### config.mk
export PLATFORM = sky130hd
export DESIGN_NAME = riscv_relocation_patcher
export DESIGN_NICKNAME = d
export VERILOG_FILES = /design/src/rtl/rrp_pkg.sv /design/src/rtl/rrp_front.sv /design/src/rtl/rrp_queue.sv /design/src/rtl/rrp_back.sv /design/src/rtl/riscv_relocation_patcher.sv
export SDC_FILE = /design/constraint.sdc
export NUM_CORES = 2
export LEC_CHECK = 0
export ABC_CLOCK_PERIOD_IN_PS = 10000
export BUFFER_PORTS_ARGS = -buffer_cell sky130_fd_sc_hd__buf_2
export CAP_MARGIN = 20
export CORE_ASPECT_RATIO = 2
export CORE_UTILIZATION = 45
export DETAILED_ROUTE_END_ITERATION = 16
export GPL_TIMING_DRIVEN = 0
export HOLD_SLACK_MARGIN = 0.03
export SLEW_MARGIN = 0
export SYNTH_ARGS = -nofsm -noshare
export SYNTH_HDL_FRONTEND = slang
export SYNTH_SLANG_ARGS = --single-unit
export TNS_END_PERCENT = 5
### constraint.sdc
create_clock -name clk -period 10 [get_ports clk]
set_clock_uncertainty 0.2 [all_clocks]
set_input_delay 0.5 -clock clk [delete_from_list [all_inputs] [get_ports clk]]
set_output_delay 0.5 -clock clk [all_outputs]
set_load 0.01 [all_outputs]
### src/rtl/rrp_pkg.sv
// ---------------------------------------------------------------------------
// rrp_pkg
// Shared types, codes and immediate field packers for the relocation patcher.
// ---------------------------------------------------------------------------
package rrp_pkg;

  localparam int PCREL_ENTRIES_DEF = 16;

  localparam logic [5:0] MODE_BRANCH     = 6'd16;
  localparam logic [5:0] MODE_CALL       = 6'd18;
  localparam logic [5:0] MODE_CALL_PLT   = 6'd19;
  localparam logic [5:0] MODE_PCREL_HI20 = 6'd23;
  localparam logic [5:0] MODE_PCREL_LO12 = 6'd24;
  localparam logic [5:0] MODE_HI20       = 6'd26;
  localparam logic [5:0] MODE_LO12_I     = 6'd27;
  localparam logic [5:0] MODE_RVC_BRANCH = 6'd44;
  localparam logic [5:0] MODE_RVC_JUMP   = 6'd45;

  localparam logic CFG_TEXT_BASE = 1'b0;
  localparam logic CFG_CODE_END  = 1'b1;

  typedef enum logic [2:0] {
    ST_OK      = 3'd0,
    ST_SKIPPED = 3'd1,
    ST_RANGE   = 3'd2,
    ST_OUTSIDE = 3'd3,
    ST_BADTYPE = 3'd4,
    ST_NOHI    = 3'd5,
    ST_FULL    = 3'd6
  } status_t;

  typedef enum logic [1:0] {
    KIND_PLAIN = 2'd0,
    KIND_PHI   = 2'd1,
    KIND_PLO   = 2'd2
  } kind_t;

  // classified item handed from front to back
  typedef struct packed {
    kind_t        kind;
    logic [31:0]  key;
    logic         win_ok;
    logic [11:0]  lo_new;
    logic [31:0]  first;
    logic [31:0]  pf;
    logic [31:0]  ps;
    logic [1:0]   words;
    logic [31:0]  offset;
    logic [33:0]  cv;
    status_t      status;
  } item_t;

  function automatic logic [31:0] put_b(input logic [31:0] w, input logic [33:0] u);
    logic [31:0] r;
    r = w & ~32'hfe000f80;
    r[31]    = u[12];
    r[30:25] = u[10:5];
    r[11:8]  = u[4:1];
    r[7]     = u[11];
    return r;
  endfunction

  function automatic logic [31:0] put_cb(input logic [31:0] w, input logic [33:0] u);
    logic [31:0] r;
    r = w & ~32'h00001c7c;
    r[12]    = u[8];
    r[11:10] = u[4:3];
    r[6:5]   = u[7:6];
    r[4:3]   = u[2:1];
    r[2]     = u[5];
    return r;
  endfunction

  function automatic logic [31:0] put_cj(input logic [31:0] w, input logic [33:0] u);
    logic [31:0] r;
    r = w & ~32'h00001ffc;
    r[12]  = u[11];
    r[11]  = u[4];
    r[10:9] = u[9:8];
    r[8]   = u[10];
    r[7]   = u[6];
    r[6]   = u[7];
    r[5:3] = u[3:1];
    r[2]   = u[5];
    return r;
  endfunction

  function automatic logic [31:0] put_i(input logic [31:0] w, input logic [11:0] lo);
    return {lo, w[19:0]};
  endfunction

  function automatic logic [31:0] put_u(input logic [31:0] w, input logic [19:0] hi);
    return {hi, w[11:0]};
  endfunction

endpackage

### src/rtl/rrp_front.sv
// ---------------------------------------------------------------------------
// rrp_front
// Registers an incoming relocation, computes values, checks and patches.
// ---------------------------------------------------------------------------
module rrp_front (
  input  logic                 clk,
  input  logic                 rst,
  input  logic                 in_valid,
  output logic                 in_stall,
  input  logic [5:0]           mode,
  input  logic [31:0]          sym_addr,
  input  logic signed [31:0]   addend,
  input  logic [31:0]          position,
  input  logic                 symbol_in_code,
  input  logic [31:0]          insn_first,
  input  logic [31:0]          insn_second,
  input  logic [31:0]          text_base,
  input  logic [31:0]          code_end,
  output logic                 q_push,
  input  logic                 q_full,
  output rrp_pkg::item_t       q_item
);
  import rrp_pkg::*;

  logic        vld;
  logic [5:0]  r_mode;
  logic [31:0] r_s, r_a, r_p, r_f1, r_f2;
  logic        r_inc;

  logic [33:0] rel, absv, rel_rnd, abs_rnd;
  logic        w2, w4, w8, fit9, fit12, fit13, fit32, hi_rel_ok, hi_abs_ok;
  item_t       it;

  assign in_stall = vld && q_full;
  assign q_push   = vld && !q_full;

  always_ff @(posedge clk) begin
    if (rst) begin
      vld <= 1'b0;
    end else if (!in_stall) begin
      vld <= in_valid;
    end
  end

  always_ff @(posedge clk) begin
    if (in_valid && !in_stall) begin
      r_mode <= mode;
      r_s    <= sym_addr;
      r_a    <= addend;
      r_p    <= position;
      r_inc  <= symbol_in_code;
      r_f1   <= insn_first;
      r_f2   <= insn_second;
    end
  end

  function automatic logic win(input logic [31:0] p, input logic [31:0] b,
                               input logic [31:0] e, input logic [3:0] n);
    return (p >= b) && (({1'b0, p} + {29'd0, n}) <= {1'b0, e});
  endfunction

  always_comb begin
    absv    = {2'b00, r_s} + {{2{r_a[31]}}, r_a};
    rel     = absv - {2'b00, r_p};
    rel_rnd = rel + 34'h800;
    abs_rnd = absv + 34'h800;
    w2 = win(r_p, text_base, code_end, 4'd2);
    w4 = win(r_p, text_base, code_end, 4'd4);
    w8 = win(r_p, text_base, code_end, 4'd8);
    fit9  = (rel[33:8] == {26{rel[8]}});
    fit12 = (rel[33:11] == {23{rel[11]}});
    fit13 = (rel[33:12] == {22{rel[12]}});
    fit32 = (rel[33:31] == {3{rel[31]}});
    // rounded hi part must fit in signed 20 bits
    hi_rel_ok = (rel_rnd[33:31] == {3{rel_rnd[31]}});
    hi_abs_ok = (abs_rnd[33:31] == {3{abs_rnd[31]}});

    it        = '0;
    it.kind   = KIND_PLAIN;
    it.key    = r_s;
    it.win_ok = w4;
    it.lo_new = rel[11:0];
    it.first  = r_f1;
    it.pf     = r_f1;
    it.ps     = r_f2;
    it.words  = 2'd0;
    it.offset = r_p - text_base;
    it.cv     = '0;
    it.status = ST_OK;

    if (!r_inc) begin
      it.status = ST_SKIPPED;
    end else begin
      case (r_mode)
        MODE_BRANCH: begin
          if (!w4) it.status = ST_OUTSIDE;
          else if (!fit13) it.status = ST_RANGE;
          else begin
            it.pf = put_b(r_f1, rel); it.words = 2'd1; it.cv = rel;
          end
        end
        MODE_RVC_BRANCH: begin
          if (!w2) it.status = ST_OUTSIDE;
          else if (!fit9) it.status = ST_RANGE;
          else begin
            it.pf = put_cb(r_f1, rel); it.words = 2'd1; it.cv = rel;
          end
        end
        MODE_RVC_JUMP: begin
          if (!w2) it.status = ST_OUTSIDE;
          else if (!fit12) it.status = ST_RANGE;
          else begin
            it.pf = put_cj(r_f1, rel); it.words = 2'd1; it.cv = rel;
          end
        end
        MODE_CALL, MODE_CALL_PLT: begin
          if (!w8) it.status = ST_OUTSIDE;
          else if (!fit32 || !hi_rel_ok) it.status = ST_RANGE;
          else begin
            it.pf = put_u(r_f1, rel_rnd[31:12]);
            it.ps = put_i(r_f2, rel[11:0]);
            it.words = 2'd2; it.cv = rel;
          end
        end
        MODE_PCREL_HI20: begin
          it.kind = KIND_PHI;
          it.key  = r_p;
          if (!fit32) it.status = ST_RANGE;
          else if (!w4) it.status = ST_OUTSIDE;
          else if (!hi_rel_ok) it.status = ST_RANGE;
          else begin
            it.pf = put_u(r_f1, rel_rnd[31:12]); it.words = 2'd1; it.cv = rel;
          end
        end
        MODE_PCREL_LO12: begin
          it.kind = KIND_PLO;
        end
        MODE_HI20: begin
          if (!w4) it.status = ST_OUTSIDE;
          else if (!hi_abs_ok) it.status = ST_RANGE;
          else begin
            it.pf = put_u(r_f1, abs_rnd[31:12]); it.words = 2'd1; it.cv = absv;
          end
        end
        MODE_LO12_I: begin
          if (!w4) it.status = ST_OUTSIDE;
          else begin
            it.pf = put_i(r_f1, absv[11:0]); it.words = 2'd1; it.cv = absv;
          end
        end
        default: it.status = ST_BADTYPE;
      endcase
    end
    q_item = it;
  end

endmodule

### src/rtl/rrp_queue.sv
// ---------------------------------------------------------------------------
// rrp_queue
// Two-entry item queue between front and back.
// ---------------------------------------------------------------------------
module rrp_queue (
  input  logic           clk,
  input  logic           rst,
  input  logic           push,
  input  rrp_pkg::item_t push_item,
  output logic           full,
  input  logic           pop,
  output logic           empty,
  output rrp_pkg::item_t head
);
  import rrp_pkg::*;

  item_t       mem [2];
  logic        wptr, rptr;
  logic [1:0]  count;

  assign full  = (count == 2'd2);
  assign empty = (count == 2'd0);
  assign head  = mem[rptr];

  always_ff @(posedge clk) begin
    if (rst) begin
      wptr  <= 1'b0;
      rptr  <= 1'b0;
      count <= 2'd0;
    end else begin
      if (push) wptr <= ~wptr;
      if (pop)  rptr <= ~rptr;
      count <= count + {1'b0, push} - {1'b0, pop};
    end
  end

  always_ff @(posedge clk) begin
    if (push) mem[wptr] <= push_item;
  end

endmodule

### src/rtl/rrp_back.sv
// ---------------------------------------------------------------------------
// rrp_back
// Hi20 table match and update, lo12 patching and the output register.
// ---------------------------------------------------------------------------
module rrp_back #(
  parameter int PCREL_ENTRIES = rrp_pkg::PCREL_ENTRIES_DEF
) (
  input  logic                clk,
  input  logic                rst,
  input  logic                q_empty,
  input  rrp_pkg::item_t      q_head,
  output logic                q_pop,
  output logic                out_valid,
  input  logic                out_stall,
  output logic [31:0]         patched_first,
  output logic [31:0]         patched_second,
  output logic [1:0]          words_written,
  output logic [31:0]         patch_offset,
  output logic signed [33:0]  computed_value,
  output logic [2:0]          status
);
  import rrp_pkg::*;

  localparam int CW = $clog2(PCREL_ENTRIES + 1);

  logic [31:0]         hi_position [PCREL_ENTRIES];
  logic [11:0]         hi_low_part [PCREL_ENTRIES];
  logic [PCREL_ENTRIES-1:0] hi_valid, match, wr_sel;
  logic [CW-1:0]       hi_count;
  logic                hit, tbl_full, do_write;
  logic [11:0]         lo_found;
  item_t               it;

  assign q_pop = !q_empty && (!out_valid || !out_stall);

  always_comb begin
    lo_found = '0;
    for (int i = 0; i < PCREL_ENTRIES; i++) begin
      match[i] = hi_valid[i] && (hi_position[i] == q_head.key);
      if (match[i]) lo_found = lo_found | hi_low_part[i];
    end
    hit      = |match;
    tbl_full = (hi_count == CW'(PCREL_ENTRIES));

    it       = q_head;
    do_write = 1'b0;
    case (q_head.kind)
      KIND_PHI: begin
        if (q_head.status == ST_OK) begin
          if (!hit && tbl_full) begin
            it.status = ST_FULL;
            it.pf     = q_head.first;
            it.words  = 2'd0;
            it.cv     = '0;
          end else begin
            do_write = 1'b1;
          end
        end
      end
      KIND_PLO: begin
        if (!hit) it.status = ST_NOHI;
        else if (!q_head.win_ok) it.status = ST_OUTSIDE;
        else begin
          it.pf    = put_i(q_head.first, lo_found);
          it.words = 2'd1;
          it.cv    = {{22{lo_found[11]}}, lo_found};
        end
      end
      default: ;
    endcase

    // matching entry is rewritten, else the next free one is taken
    for (int i = 0; i < PCREL_ENTRIES; i++) begin
      wr_sel[i] = do_write && (hit ? match[i] : (hi_count == CW'(i)));
    end
  end

  always_ff @(posedge clk) begin
    if (rst) begin
      hi_valid <= '0;
      hi_count <= '0;
    end else if (q_pop) begin
      hi_valid <= hi_valid | wr_sel;
      if (do_write && !hit) hi_count <= hi_count + 1'b1;
    end
  end

  always_ff @(posedge clk) begin
    for (int i = 0; i < PCREL_ENTRIES; i++) begin
      if (q_pop && wr_sel[i]) begin
        hi_position[i] <= q_head.key;
        hi_low_part[i] <= q_head.lo_new;
      end
    end
  end

  always_ff @(posedge clk) begin
    if (rst) begin
      out_valid <= 1'b0;
    end else if (!out_valid || !out_stall) begin
      out_valid <= !q_empty;
    end
  end

  always_ff @(posedge clk) begin
    if (q_pop) begin
      patched_first  <= it.pf;
      patched_second <= it.ps;
      words_written  <= it.words;
      patch_offset   <= it.offset;
      computed_value <= it.cv;
      status         <= it.status;
    end
  end

endmodule

### src/rtl/riscv_relocation_patcher.sv
// ---------------------------------------------------------------------------
// riscv_relocation_patcher
// Applies one RISC-V relocation per item to the instruction word(s) at P.
// ---------------------------------------------------------------------------
//  channel   direction  handshake            payload
//  in        input      in_valid/in_stall    mode .. insn_second
//  out       output     out_valid/out_stall  patched_first .. status
//  cfg       input      cfg_valid/cfg_ready  cfg_index, cfg_data
//
// One item per cycle sustained while out_stall stays low. An accepted item sits in
// the front register, moves into the queue and then into the output register,
// where out_valid rises with it.
// Reset clears the hi20 table valid bits and count, the config registers
// and all valid flags. With the output stalled the front keeps accepting
// until the two-entry queue is full and the front register holds an item.
// ---------------------------------------------------------------------------
module riscv_relocation_patcher #(
  parameter int PCREL_ENTRIES = rrp_pkg::PCREL_ENTRIES_DEF
) (
  input  logic                clk,
  input  logic                rst,
  input  logic                in_valid,
  output logic                in_stall,
  input  logic [5:0]          mode,
  input  logic [31:0]         sym_addr,
  input  logic signed [31:0]  addend,
  input  logic [31:0]         position,
  input  logic                symbol_in_code,
  input  logic [31:0]         insn_first,
  input  logic [31:0]         insn_second,
  output logic                out_valid,
  input  logic                out_stall,
  output logic [31:0]         patched_first,
  output logic [31:0]         patched_second,
  output logic [1:0]          words_written,
  output logic [31:0]         patch_offset,
  output logic signed [33:0]  computed_value,
  output logic [2:0]          status,
  input  logic                cfg_valid,
  output logic                cfg_ready,
  input  logic                cfg_index,
  input  logic [31:0]         cfg_data
);
  import rrp_pkg::*;

  logic [31:0] text_base, code_end;
  logic        q_push, q_full, q_pop, q_empty;
  item_t       q_in, q_head;

  assign cfg_ready = 1'b1;

  always_ff @(posedge clk) begin
    if (rst) begin
      text_base <= '0;
      code_end  <= '0;
    end else if (cfg_valid) begin
      case (cfg_index)
        CFG_TEXT_BASE: text_base <= cfg_data;
        CFG_CODE_END:  code_end  <= cfg_data;
        default: ;
      endcase
    end
  end

  rrp_front u_front (
    .clk, .rst, .in_valid, .in_stall, .mode, .sym_addr, .addend, .position,
    .symbol_in_code, .insn_first, .insn_second, .text_base, .code_end,
    .q_push, .q_full, .q_item(q_in)
  );

  rrp_queue u_queue (
    .clk, .rst, .push(q_push), .push_item(q_in), .full(q_full),
    .pop(q_pop), .empty(q_empty), .head(q_head)
  );

  rrp_back #(.PCREL_ENTRIES(PCREL_ENTRIES)) u_back (
    .clk, .rst, .q_empty, .q_head, .q_pop, .out_valid, .out_stall,
    .patched_first, .patched_second, .words_written, .patch_offset,
    .computed_value, .status
  );

endmodule

* Word level (Yosys, flattened, before mapping) *
Memories as Yosys holds them, arrays and structs flattened. A register that Yosys moved wholly into a read port is not among the register bits.
Index checks and enable logic that the tools add are counted.

word-level totals
  register bits = 393
  RAM bits = 1132
  input bits = 205
  word-level logic and storage cells = 337
  memories = 3

cells by class
  add/sub/neg operators = 11
  magnitude comparators = 4
  equality and inequality tests = 50
  mux-type cells = 153
  bitwise operators = 19
  reductions and logical operators = 75

memories
  name                depth  width  read ports  clocked after Yosys merged registers in  wr ports  RTL line         RTL
  u_back.hi_position  16     32     16          0                                        16        rrp_back.sv:26   logic [31:0] hi_position [PCREL_ENTRIES];
  u_queue.mem         2      214    1           1                                        1         rrp_queue.sv:17  item_t mem [2];
  u_back.hi_low_part  16     12     16          0                                        16        rrp_back.sv:27   logic [11:0] hi_low_part [PCREL_ENTRIES];

operator list
  cell                                                                    number
  34-bit two-way mux                                                      18
  32-bit equality test                                                    16
  32-bit two-way mux                                                      14
  34-bit case mux with 7 select lines                                     1
  32-bit case mux with 7 select lines                                     1
  66-bit two-way mux                                                      3
  12-bit two-way mux                                                      16
  12-bit bitwise OR                                                       15
  33-bit by 32-bit less-or-equal comparator with 1-bit output             3
  37-bit two-way mux                                                      2
  37-bit case mux with 2 select lines                                     1
  34-bit by 12-bit adder with 34-bit output (second input constant)       2
  32-bit case mux with 2 select lines                                     1
  1-bit two-way mux                                                       61
  1-bit logical AND                                                       57
  13-bit two-way mux                                                      4
  6-bit by 5-bit equality test with 1-bit output (second input constant)  7
  5-bit by 4-bit equality test with 1-bit output (second input constant)  8
  33-bit by 32-bit adder with 34-bit output                               1
  2-bit two-way mux                                                       17
  34-bit by 32-bit subtractor with 34-bit output                          1
  32-bit by 2-bit adder with 33-bit output (second input constant)        1
  32-bit by 3-bit adder with 33-bit output (second input constant)        1
  32-bit by 4-bit adder with 33-bit output (second input constant)        1
  other kinds (30)                                                        60

* Depth between registers and ports, before layout *
An unclocked memory read counts as a cell.

  depth after elaboration = 37
  gate-level depth with buffers = 28
  depth with buffers taken out = 25

* Cells and area by module *
Synthesis repeated with hierarchy kept, for this count alone.

unflattened totals
  cell total of the unflattened synthesis = 5182
  area, all modules = 72057.9 µm²

modules (own cells, without submodules)
  module                    times used  cells each  area each (µm²)  sequential area each (µm²)
  rrp_back                  1           2026        34571.9          25634.6
  rrp_front                 1           2222        18500.2          5034.8
  rrp_queue                 1           687         16318.2          12952.4
  riscv_relocation_patcher  1           247         2667.6           1281.2

* Worst setup path after synthesis *
Ideal clock, no wire load.

  path type = flip-flop to flip-flop
  from = reg u_queue.count[0]
  to = mem u_queue.mem[0][0] (netlist name) (enable)
  library setup time = 787 ps
  data arrival time = 9306 ps
  required time = 9013 ps
  slack = -293 ps
  cell stages (with the launch flop) = 5
  buffers on the path = 0
  path through = dfxtp_1 inv_1 nand2_1 nand2_1 nor2_1

between the ends
  word-level cells in the longest chain between the ends = 5

RTL lines
  item                                     RTL line         RTL
  from (decl)                              rrp_queue.sv:19  logic [1:0] count;
  from (signal assigned)                   rrp_queue.sv:33  count <= count + {1'b0, push} - {1'b0, pop};
  2-bit equality test                      rrp_queue.sv:21  assign full = (count == 2'd2);
  1-bit zero test                          rrp_front.sv:35  assign q_push = vld && !q_full;
  1-bit logical AND                        rrp_front.sv:35
  1-bit two-way mux                        rrp_queue.sv:38  if (push) mem[wptr] <= push_item;
  1-bit two-way mux (not written as such)  rrp_queue.sv:38
  to (decl)                                rrp_queue.sv:17

No other way between the ends.

==> impl_table.tex <==
\begin{tabular}{lr}
\hline
Metric & Value \\
\hline
\multicolumn{2}{l}{\textbf{Timing}} \\
Worst hold slack & 0.0487 ns \\
Max-slew violation total from the final report & 0 \\
Maximum operating frequency & 0.0999 GHz \\
Unrepaired setup endpoints after global routing & false \\
Transition time at the pin with the least slew margin & 1.32 ns \\
Final setup violation count & 1 \\
Portion of the clock cycle consumed by the worst path in the final layout & 100\% \\
Time the worst path needs with I/O delays and setup & 10.01 ns \\
Hold Violations, Final & 0 \\
Tightest slew margin relative to the limit & 11.5\% \\
Final Worst Setup Slack & -0.0121 ns \\
\multicolumn{2}{l}{\textbf{Pwr}} \\
Total power divided by cell area & 237 mW/mm\^{}2 \\
Highest ir drop seen on vdd & 203 uV \\
Static leakage power & 28.1 nW \\
Total power draw & 19.7 mW \\
\multicolumn{2}{l}{\textbf{Outcome}} \\
Outcome & finished with violations \\
Violations in the final reports & negative setup slack \\
\multicolumn{2}{l}{\textbf{Setup path}} \\
Largest delay share family, worst path & compound AO/OA/AOI/OAI gates \\
Data required time at the worst endpoint & 10.31 ns \\
Arrival time worst endpoint & 10.33 ns \\
Kind of launch point of the worst setup path & flop \\
Start-to-end type of the worst setup path & reg -> reg \\
Number of cells traversed by the worst register-to-register path & 23 \\
Origin of the critical flop-to-flop path & u\_front.r\_s[1]\$\_DFFE\_PP\_ \\
Minimum setup slack among reg-to-reg paths & -0.01 ns \\
CP peak stage delay & 0.58 ns \\
Destination of the worst register-to-register timing path & u\_queue.mem[1][9]\$\_DFFE\_PP\_ \\
Cell at the slowest stage of the critical path & sky130\_fd\_sc\_hd\_\_xor2\_2 \\
CP Buf/Inv Count & 3 \\
Kind of end point of the critical path & flop \\
Top fanout value on the critical path & 10 \\
Series of cell instances along the critical path & ha\_1, a211oi\_1, o211ai\_2, a311oi\_1, xor2\_2, inv\_1, ha\_1, a21oi\_1, o21ai\_0, a211oi\_1, a21oi\_1, a21oi\_1, o21ai\_0, xnor2\_2, inv\_1, ha\_1, nor4\_4, a311oi\_2, mux2\_2, o211ai\_2, nand2\_1, clkbuf\_1, o22ai\_1 \\
\multicolumn{2}{l}{\textbf{Synth}} \\
Ys async rst share & 0\% \\
Syn avg cell area & 13.5 um\^{}2 \\
Synthesized instance count & 5200 \\
Post-Synthesis Cell Area & 0.0701 mm\^{}2 \\
Dominant cells by area after synthesis & sky130\_fd\_sc\_hd\_\_edfxtp\_1, sky130\_fd\_sc\_hd\_\_xnor2\_1, sky130\_fd\_sc\_hd\_\_ha\_1, sky130\_fd\_sc\_hd\_\_dfxtp\_1, sky130\_fd\_sc\_hd\_\_nand2\_1 \\
Netlist cell types & 103 \\
Post-synth net total & 5614 \\
Number of warning messages in the yosys log & 0 \\
Cell with the most instances after synthesis & sky130\_fd\_sc\_hd\_\_edfxtp\_1 \\
Post-synthesis register bit count & 1522 \\
Post-synthesis cell type with the largest combined area & sky130\_fd\_sc\_hd\_\_edfxtp\_1 \\
List of most frequent post-synthesis cells & sky130\_fd\_sc\_hd\_\_edfxtp\_1, sky130\_fd\_sc\_hd\_\_xnor2\_1, sky130\_fd\_sc\_hd\_\_nand2\_1 \\
Top flip-flop cell by instance count after synthesis & sky130\_fd\_sc\_hd\_\_edfxtp\_1 \\
Register area share after synthesis & 63.9\% \\
Top cell type's share of synthesized area & 61.3\% \\
Number of flops mapped to enable cells by yosys & 1430 \\
\multicolumn{2}{l}{\textbf{Detailed routing}} \\
DRC violation total after the first TritonRoute iteration & 3581 \\
Remaining design rule violation count & 0 \\
Final ANT Viol Nets & 0 \\
Total vias in the final route & 47500 \\
Wire length after detailed routing & 259000 um \\
Detailed-route vias per instance & 5.82 \\
Routed WL per cell & 31.7 um \\
Count of TritonRoute iterations in the first routing pass & 5 \\
\multicolumn{2}{l}{\textbf{Floorplanning}} \\
Starting density of the core & 45.4\% \\
Standard cell core area & 0.154 mm\^{}2 \\
Die width & 281 um \\
Io pins & 343 \\
Die area & 0.157 mm\^{}2 \\
Y dimension of the die & 560 um \\
Number of placement rows & 204 \\
\multicolumn{2}{l}{\textbf{Global route}} \\
Number of antenna violations at the first check in global routing & 10 \\
Via count of the first global-routing pass & 49000 \\
Remaining global-route overflow & 0 \\
First-pass GRT wire length & 357000 um \\
Global-route usage over all layers & 32.8\% \\
Pin count of the biggest net entering global routing & 62 \\
\multicolumn{2}{l}{\textbf{Placed design}} \\
Routability Congestion & 0.991 \\
Buffers added on ports & 340 \\
Worst slack at placement & -0.211 ns \\
Placed wire-length estimate & 195000 um \\
Placed standard-cell area & 0.0761 mm\^{}2 \\
Cell total after placement & 7702 \\
\multicolumn{2}{l}{\textbf{Cells and area}} \\
Post-layout net count & 6409 \\
Non-Filler Instances & 8165 \\
Fraction of layout cells with a size suffix above 1 & 15.7\% \\
Cell area after layout & 0.0829 mm\^{}2 \\
Area growth, synth to finish & 18.3\% \\
\multicolumn{2}{l}{\textbf{CTS}} \\
CTS tree & done \\
Total CTS buffers & 143 \\
Number of H-tree branching levels & 4 \\
Clock tree sinks & 1522 \\
Clock input transition at the sequential cells of the worst setup and hold paths & 0.07 ns \\
Clock latency of the later-clocked register in the worst-skew pair & 0.82 ns \\
Maximum number of buffers from clock root to sink & 4 \\
CTS Root Buffer Type & sky130\_fd\_sc\_hd\_\_clkbuf\_16 \\
\multicolumn{2}{l}{\textbf{Min path}} \\
Number of cells on the worst hold path & 4 \\
Startpoint of the worst hold path & cfg\_index \\
Class of the most critical hold timing path & in -> reg \\
Worst min-delay path endpoint & code\_end[0]\$\_SDFFE\_PP0P\_ \\
\multicolumn{2}{l}{\textbf{Run}} \\
Max-capacitance violation count & 0 \\
\hline
\end{tabular}
-- through the flow --
stage | setup TNS, ns | utilization (%)
global route | 0 | 53.7
detailed placement | -2.01 | 49.3
floorplan | -96.04 | -
global placement | -6595.09 | 48.1
CTS | 0 | 53.6
finish | -0.0121 | 53.7
-- cell type report --
type                            count  area (um^2)
Multi-Input combinational cell   3270        24000
Clock inverter                     69          800
Sequential cell                  1522        44800
Buffer                            199          856
Antenna cell                        6         15.0
Clock buffer                      180         3820
Fill cell                       12900        71500
Inverter                          209          785
Tap cell                         2060         2580
Timing Repair Buffer              650         5290
-- repair_timing --
action | in CTS | in global routing
buffers inserted | 0 | 1
hold buffers | 203 | 0
pin swaps | 0 | 1
endpoints found under the setup margin | 38 | 109
gates resized for setup | 1 | 8
hold endpoints to repair | 251 | 0
-- worst max path at each step --
stage                             startpoint                                   to  slack (ns)  cells past startpoint
floorplan                          out_stall  u_back.hi_low_part[0][24]$_DFFE_PP_       -0.22                      5
global placement                   out_stall  u_back.hi_position[0][13]$_DFFE_PP_       -7.71                      6
detailed placement  u_front.r_a[1]$_DFFE_PP_         u_queue.mem[0][34]$_DFFE_PP_       -0.21                     23
CTS                 u_front.r_s[1]$_DFFE_PP_         u_queue.mem[0][34]$_DFFE_PP_        0.04                     23
global route        u_front.r_a[0]$_DFFE_PP_         u_queue.mem[0][34]$_DFFE_PP_        0.01                     26
finish              u_front.r_s[1]$_DFFE_PP_          u_queue.mem[1][9]$_DFFE_PP_       -0.01                     23
-- state kept, by name (all words and copies together) (netlist names), 3 cells and up, named ones only --
signal,cells
code_end,32
text_base,32
u_back.computed_value,34
u_back.hi_count,5
u_back.hi_low_part,192
u_back.hi_position,512
u_back.hi_valid,16
u_back.patch_offset,32
u_back.patched_first,32
u_back.patched_second,32
u_back.status,3
u_front.r_a,32
u_front.r_f1,32
u_front.r_f2,32
u_front.r_mode,6
u_front.r_p,32
u_front.r_s,32
u_queue.mem,424
-- worst register-to-register path: stages, from the launching register on --
cell	delay [ns]
sky130_fd_sc_hd__edfxtp_1	0.52
sky130_fd_sc_hd__ha_1	0.35
sky130_fd_sc_hd__a211oi_1	0.41
sky130_fd_sc_hd__o211ai_2	0.28
sky130_fd_sc_hd__a311oi_1	0.45
sky130_fd_sc_hd__xor2_2	0.58
sky130_fd_sc_hd__inv_1	0.53
sky130_fd_sc_hd__ha_1	0.45
sky130_fd_sc_hd__a21oi_1	0.25
sky130_fd_sc_hd__o21ai_0	0.14
sky130_fd_sc_hd__a211oi_1	0.54
sky130_fd_sc_hd__a21oi_1	0.38
sky130_fd_sc_hd__a21oi_1	0.58
sky130_fd_sc_hd__o21ai_0	0.26
sky130_fd_sc_hd__xnor2_2	0.56
sky130_fd_sc_hd__inv_1	0.22
sky130_fd_sc_hd__ha_1	0.28
sky130_fd_sc_hd__nor4_4	0.56
sky130_fd_sc_hd__a311oi_2	0.14
sky130_fd_sc_hd__mux2_2	0.41
sky130_fd_sc_hd__o211ai_2	0.44
sky130_fd_sc_hd__nand2_1	0.31
sky130_fd_sc_hd__clkbuf_1	0.40
sky130_fd_sc_hd__o22ai_1	0.48
-- kinds of logic after synthesis --
group	synth area share, %
compound gates	8.75
xor+xnor	9.01
fa+ha+maj	3.76
buf+inv	2.34
flops	63.9
mux	3.81
other cells	0.00535
simple gates	8.42
-- cells in the final DEF, fill, tap and decap left out, drive strengths merged, types with 31 or more instances in the layout --
cell / count
dlygate4sd3: 203
edfxtp: 1430
buf: 518
a22o: 31
and2: 31
clkinv: 48
dfxtp: 92
nand2: 375
inv: 208
a22oi: 82
clkbuf: 307
a21oi: 232
mux2: 110
a31oi: 31
o22ai: 42
o21a: 42
a21o: 66
nor2: 208
nand4: 77
a221oi: 34
xnor2: 658
nor3: 86
nand3: 120
xor2: 61
nor4: 147
mux2i: 128
ha: 206
o21ai: 166
-- layer usage --
metal | part of all wire, % | global-route usage [%] | wire length, um
met1 | 32 | 32.1 | 82800
met2 | 53 | 60.2 | 136000
met3 | 5.0 | 4.21 | 13000
met4 | 10 | 28.1 | 26900
met5 | 0.016 | 0 | 42
-- report_power, final --
part	total, mW	internal [mW]	switching [mW]	leakage [nW]
clock	5.51	3.11	2.39	2.26
combinational	6.15	1.96	4.20	12.0
sequential	8.02	7.85	0.174	13.9
total	19.7	12.9	6.76	28.1
(Power assumes the default switching activity.)
